[config.mk]
export PLATFORM = sky130hd
export DESIGN_NAME = gcd_queue
export DESIGN_NICKNAME = d
export VERILOG_FILES = /design/src/rtl/core/assert_macros.svh /design/src/rtl/core/gcd_pkg.sv /design/src/rtl/core/gcd_queue.sv
export SDC_FILE = /design/constraint.sdc
export NUM_CORES = 1
export LEC_CHECK = 0
export BUFFER_PORTS_ARGS = -buffer_cell sky130_fd_sc_hd__buf_2
export CAP_MARGIN = 10
export CORE_MARGIN = 5
export CORE_UTILIZATION = 54
export CTS_BUF_LIST = sky130_fd_sc_hd__clkbuf_4
export DETAILED_ROUTE_END_ITERATION = 10
export GPL_TIMING_DRIVEN = 0
export PLACE_DENSITY = 0.75
export RECOVER_POWER = 100
export SLEW_MARGIN = 25
export SYNTH_ARGS = -nofsm -noshare
export SYNTH_HDL_FRONTEND = slang
export SYNTH_SLANG_ARGS = --single-unit
[constraint.sdc]
create_clock -name clk -period 7.8 [get_ports clk]
set_input_delay 2.34 -clock clk [delete_from_list [all_inputs] [get_ports clk]]
set_output_delay 2.34 -clock clk [all_outputs]
set_load 0.1 [all_outputs]
[src/rtl/core/assert_macros.svh]
// Assertion helpers used by the top-level RTL file to check its own logic.
`ifndef ASSERT_MACROS_SVH
`define ASSERT_MACROS_SVH

// Same-cycle implication, checked out of reset.
`define GCD_ASSERT_HOLDS(label, clk, rst_n, ante, cons) \
  label: assert property (@(posedge clk) disable iff (!rst_n) (ante) |-> (cons)) \
    else $error("gcd assertion failed");

// Next-cycle implication, checked out of reset.
`define GCD_ASSERT_NEXT(label, clk, rst_n, ante, cons) \
  label: assert property (@(posedge clk) disable iff (!rst_n) (ante) |=> (cons)) \
    else $error("gcd assertion failed");

`endif

[src/rtl/core/gcd_pkg.sv]
`default_nettype none

package gcd_pkg;

  // Default number of CORDIC steps for sine, cosine and arccosine.
  localparam int ANGLE_ITERATIONS_DEF = 24;

  // Angle constants in micro-degrees.
  localparam logic signed [31:0] TURN_MICRO    = 32'sd360000000;
  localparam logic signed [31:0] HALF_TURN     = 32'sd180000000;
  localparam logic signed [31:0] QUARTER_TURN  = 32'sd90000000;

  // Degrees to Q30 radians: z = 18*mag + round(mag * 66629713 / 90000000).
  localparam logic [26:0] RAD_DIVISOR = 27'd90000000;
  localparam logic [26:0] RAD_REM_MUL = 27'd66629713;
  localparam logic [26:0] RAD_HALF    = 27'd45000000;
  localparam logic [31:0] RAD_RECIP   = 32'((64'd66629713 << 32) / 64'd90000000);

  // Q30 constants.
  localparam logic signed [33:0] CORDIC_GAIN = 34'sd652032874;
  localparam logic signed [34:0] HALF_PI_Q30 = 35'sd1686629713;
  localparam logic signed [31:0] ONE_Q30     = 32'sd1073741824;

  // Output scaling.
  localparam logic [22:0] EARTH_RADIUS = 23'd6378137;
  localparam logic [24:0] MAX_DISTANCE = 25'd20037509;

  // Depth of the queue between front and back.
  localparam int QDEPTH = 4;

  // One classified item: three angles in Q30 radians and their cosine signs.
  typedef struct packed {
    logic signed [31:0] z1;
    logic signed [31:0] z2;
    logic signed [31:0] zd;
    logic               neg1;
    logic               neg2;
    logic               negd;
  } gcd_item_t;

  // Queue status seen by the top level.
  typedef struct packed {
    logic full;
    logic empty;
  } gcd_qstat_t;

  // atan(2^-i) in Q30, truncated.
  function automatic logic [29:0] atan_q30(input logic [4:0] i);
    logic [29:0] v;
    unique case (i)
      5'd0:  v = 30'h3243F6A8;
      5'd1:  v = 30'h1DAC6705;
      5'd2:  v = 30'h0FADBAFC;
      5'd3:  v = 30'h07F56EA6;
      5'd4:  v = 30'h03FEAB76;
      5'd5:  v = 30'h01FFD55B;
      5'd6:  v = 30'h00FFFAAA;
      5'd7:  v = 30'h007FFF55;
      5'd8:  v = 30'h003FFFEA;
      5'd9:  v = 30'h001FFFFD;
      5'd10: v = 30'h000FFFFF;
      5'd11: v = 30'h0007FFFF;
      5'd12: v = 30'h0003FFFF;
      5'd13: v = 30'h0001FFFF;
      5'd14: v = 30'h0000FFFF;
      5'd15: v = 30'h00007FFF;
      5'd16: v = 30'h00003FFF;
      5'd17: v = 30'h00001FFF;
      5'd18: v = 30'h00000FFF;
      5'd19: v = 30'h000007FF;
      5'd20: v = 30'h000003FF;
      5'd21: v = 30'h000001FF;
      5'd22: v = 30'h000000FF;
      5'd23: v = 30'h0000007F;
      5'd24: v = 30'h0000003F;
      5'd25: v = 30'h0000001F;
      5'd26: v = 30'h0000000F;
      5'd27: v = 30'h00000008;
      5'd28: v = 30'h00000004;
      5'd29: v = 30'h00000002;
      5'd30: v = 30'h00000001;
      5'd31: v = 30'h00000000;
    endcase
    return v;
  endfunction

endpackage

`default_nettype wire

[src/rtl/core/gcd_queue.sv]
`default_nettype none

module gcd_queue (
  input  wire logic               clk,
  input  wire logic               rst_n,
  input  wire logic               push,
  input  gcd_pkg::gcd_item_t      push_item,
  output logic                    pop_vld,
  output gcd_pkg::gcd_item_t      pop_item,
  output gcd_pkg::gcd_qstat_t     stat
);

  localparam int AW = $clog2(gcd_pkg::QDEPTH);

  gcd_pkg::gcd_item_t mem [gcd_pkg::QDEPTH];
  logic [AW-1:0]      wr_ptr_r, rd_ptr_r;
  logic [AW:0]        cnt_r;
  logic               pop;
  logic               pop_vld_r;
  gcd_pkg::gcd_item_t rd_r;

  // The back side never stalls, so any stored beat is taken at once.
  assign pop = (cnt_r != '0);

  always_ff @(posedge clk) begin
    if (!rst_n) begin
      wr_ptr_r  <= '0;
      rd_ptr_r  <= '0;
      cnt_r     <= '0;
      pop_vld_r <= 1'b0;
    end else begin
      if (push) begin
        wr_ptr_r <= wr_ptr_r + 1'b1;
      end
      if (pop) begin
        rd_ptr_r <= rd_ptr_r + 1'b1;
      end
      cnt_r     <= cnt_r + (AW+1)'(push) - (AW+1)'(pop);
      pop_vld_r <= pop;
    end
  end

  // Storage with a registered read port.
  always_ff @(posedge clk) begin
    if (push) begin
      mem[wr_ptr_r] <= push_item;
    end
    if (pop) begin
      rd_r <= mem[rd_ptr_r];
    end
  end

  assign pop_vld    = pop_vld_r;
  assign pop_item   = rd_r;
  assign stat.full  = (cnt_r == (AW+1)'(gcd_pkg::QDEPTH));
  assign stat.empty = (cnt_r == '0);

endmodule

`default_nettype wire

Yosys cells after proc, flatten, opt, wreduce, memory -nomap -nowiden

Memory sizes are Yosys's and may differ from the RTL's. A register that Yosys moved wholly into a read port is not among the register bits.
Cells that the tools add are included.
W data, S select, Z words.

Input port bits: 102
Memories kept: 1
Bits in latches: 0
ROM bits: 0
RAM bits: 396
Register bits after elaboration: 8
Word-level logic and storage cells: 14
Output and inout bits: 102

Memory list:

| memory | depth | width | read ports | clocked after memory_dff | wr ports | line            | source |
|---|---|---|---|---|---|---|---|
| mem    | 4     | 99    | 1          | 1                        | 1        | gcd_queue.sv:15 | `gcd_pkg::gcd_item_t mem [gcd_pkg::QDEPTH];` |

Muxes and demuxes: 2
Bitwise logic cells: 0
Divide/modulo/power cells: 0
Eq/ne operators: 1
Add/sub/neg operators: 4
Reduce and logical (&&, ||, !) cells: 2
Multiply operators: 0
Shift-type cells: 0
Order comparisons: 0

Operator list:

| cell                  | count |
|---|---|
| $add A2 B1 Y2 const B | 2 |
| $add A3 B1 Y3         | 1 |
| $eq A3 B3 Y1 const B  | 1 |
| $logic_not A3 Y1      | 1 |
| $reduce_bool A3 Y1    | 1 |
| $sub A3 B1 Y3         | 1 |
| $mux W1               | 2 |

Longest topological paths before layout

Depth after elaboration: 2
Gate-level depth with buffers: 7

Worst setup path after synthesis

No wires, ideal clock.

Path type: flip-flop to output port
From: register cnt_r[2]
To: output stat[0] in the netlist's numbering
Path slack: 1.509 ns
Cell stages (with the launch flop): 3
Arrival: 3.951 ns
Path buffers: 0
Path through: dfxtp_1 > or3_1 > inv_1

RTL lines:

| element                  | line            | source |
|---|---|---|
| start: declaration       | gcd_queue.sv:17 | `logic [AW:0] cnt_r;` |
| start signal: assignment | gcd_queue.sv:38 | `cnt_r <= cnt_r + (AW+1)'(push) - (AW+1)'(pop);` |
| end: declaration         | gcd_queue.sv:10 | `output gcd_pkg::gcd_qstat_t stat` |

Worst setup path in the final report

From: input push
To: memory mem[0][13] in the netlist's numbering (enable)

Longest elaborated chain between the ends: 2

Ends and longest elaborated chain:

| element                       | line            | source |
|---|---|---|
| start: declaration            | gcd_queue.sv:6  | `input wire logic push,` |
| $mux W1                       | gcd_queue.sv:45 | `if (push) begin` |
| $mux W1 (not written as such) | gcd_queue.sv:46 | `mem[wr_ptr_r] <= push_item;` |
| end: declaration              | gcd_queue.sv:15 |  |

Every way passes these cells.

==> flow_metrics.py <==
metrics = {
    "status": {
        "outcome": "finished, violations left",
        "violations": "capacitance limit, slew limit",
    },
    "global_route": {
        "antenna_found_initial": 4,
        "grt_max_degree": 41,
        "overflow": 0,
        "grt_pass1_vias": 8831,
        "grt_pass1_wl_um": 48900,
        "grtUsageTotal_pct": 18.0,
    },
    "floorplanning": {
        "rows": 66,
        "core-area_um2": 32500,
        "io_pins": 204,
        "die_x_um": 191,
        "die_height_um": 191,
        "die-area_um2": 36500,
        "initial_core_util_pct": 54.6,
    },
    "drt": {
        "drtIter0Drc": 439,
        "wl_per_cell_um": 20.7,
        "vias_per_cell": 5.21,
        "route.detailed.drc": 0,
        "drt-pass1-iter-count": 5,
        "antenna_left": 0,
        "dr_total_vias": 7946,
        "drt_wl_total_um": 31600,
    },
    "logic_synthesis": {
        "ys_seq_elements": 503,
        "ys_seq_area_share_pct": 84.9,
        "synthCells": 659,
        "synth-edff-count": 495,
        "syn_area_um2": 17700,
        "avgSynthCellArea_um2": 26.9,
        "async_flop_share_pct": 0,
        "synth_cell_types": 21,
        "yosys.area.top_type_share_pct": 84.0,
        "yosys.area.top_type": "edfxtp_1",
        "syn-num-nets": 768,
        "synthTopCellsByArea": "edfxtp_1, mux4_2, dfxtp_1, buf_6, ha_1",
        "synthFlopType": "edfxtp_1",
        "yosys_warnings": 0,
    },
    "finish": {
        "nets": 1103,
        "drive_above_1_share_pct": 26.9,
        "final_core_util_pct": 63.2,
        "synthToLayoutAreaGrowth_pct": 15.9,
        "fillers": 2302,
    },
    "clocking": {
        "insertion_delay_ps": 770,
        "cts_inserted_buffers": 120,
        "clockBufferDepth": 3,
        "root_buffer": "clkbuf_4",
        "ctsHtreeMaxLevel": 3,
        "cts_hold_buf": 0,
        "cts_tree": "yes",
        "clk_pin_slew_ps": 60,
        "cts_resized": 0,
        "clock-sinks": 503,
        "cts_setup_buffers": 0,
    },
    "critical_path": {
        "worstReg2RegStart": "cnt_r[2]$_SDFF_PN0_",
        "end_kind": "flip-flop",
        "worstSetupStartpoint": "push",
        "path_class": "in2reg",
        "cp_max_fo": 40,
        "critPathArrivalTime_ps": 6200,
        "critPathRequiredTime_ps": 8110,
        "r2r_slack_ps": 2260,
        "start_kind": "input pin",
    },
    "timing": {
        "tns_ps": 0,
        "setup_viol": 0,
        "skew_ps": 33.5,
        "hold_viol": 0,
        "fin_crit_ps": 5890,
        "worst_pin_slew_ps": 3040,
        "fin_crit_sh_pct": 75.6,
        "rsz0062_at_grt": "false",
        "slew_headroom_pct": -103,
        "fmax_mhz": 170,
        "drv_slew": 486,
    },
    "run": {
        "max_cap_violations": 14,
    },
    "placed_design": {
        "dp_hpwl_um": 19000,
        "place_congestion": 0.684,
        "port_buffers": 203,
    },
    "worst_hold_path": {
        "hp-class": "reg2reg",
        "holdCritStartpoint": "wr_ptr_r[1]$_SDFFE_PN0P_",
    },
}
## path summary, 6_finish.rpt
path,endpoint,cells after the start
worst max-delay path,mem[0][13]$_DFFE_PP_,3
worst min-delay path,wr_ptr_r[1]$_SDFFE_PN0P_,2
worst max register to register,pop_item[9]$_DFFE_PN_,3
worst min register to register,wr_ptr_r[1]$_SDFFE_PN0P_,2
## registers in the layout, indices dropped and copies added, names as in the netlist
register	count
pop_item	99
mem	396
pop_vld	1
wr_ptr_r	2
cnt_r	3
rd_ptr_r	2
## cells in the mapped netlist (2+ instances only)
cell and instances:
edfxtp_1 495, mux4_2 99, buf_2 10, buf_6 10
and2_1 9, dfxtp_1 8, inv_1 7, ha_1 6
clkbuf_1 2, mux2i_1 2
## per-layer routing
layer	wire length (um)	track usage, %	part of all wire [%]
met1	12200	22.2	39
met2	16100	29.4	51
met3	2810	6.78	8.9
met4	512	6.69	1.6
met5	46	0	0.15
## stage by stage
step                setup slack [ps]  cells  hold slack, ps  instance area [um^2]
finish                          1910   1524             564                 20500
detailed placement              3930   1314             551                 19500
global route                    1590   1524             602                 20500
floorplan                       1510    659             528                 17700
global placement                 576   1304             546                 19300
CTS                             3040   1522             562                 21000
## worst max-delay path, stage by stage
cell and delay (ps):
clkbuf_1 250, and2_0 1600, clkbuf_1 1960
## cell families after synthesis
group / share of synthesized area (%)
and+or+nand+nor: 0.558
adders and majority gates: 0.537
DFF: 84.9
muxes: 12.7
buffers and inverters: 1.11
AOI/OAI and AO/OA: 0.0495
xor gates and xnor gates: 0.177
## cell type report
class,count,area (um^2),share of cell area [%]
Sequential cell,503,15000,73.2
Multi-Input combinational cell,127,2480,12.1
Clock buffer,168,1260,6.15
Timing Repair Buffer,213,816,3.98
Tap cell,442,553,2.70
Clock inverter,40,191,0.933
Buffer,22,159,0.774
Inverter,7,26.3,0.128
Antenna cell,2,5.00,0.0244
## layout by cell type, fill, tap and decap left out, types with 6 or more instances in the layout
cell type,Yosys,final
inv_1,7,7
ha_1,6,6
clkinv_1,0,29
and2_0,0,7
clkinv_2,0,6
clkbuf_4,0,168
mux4_2,99,99
clkbuf_1,2,223
edfxtp_1,495,495
dfxtp_1,8,8
buf_6,10,10
Power is not shown: default switching activity piles up to over one toggle a cycle in this logic, so the estimate is an artifact.
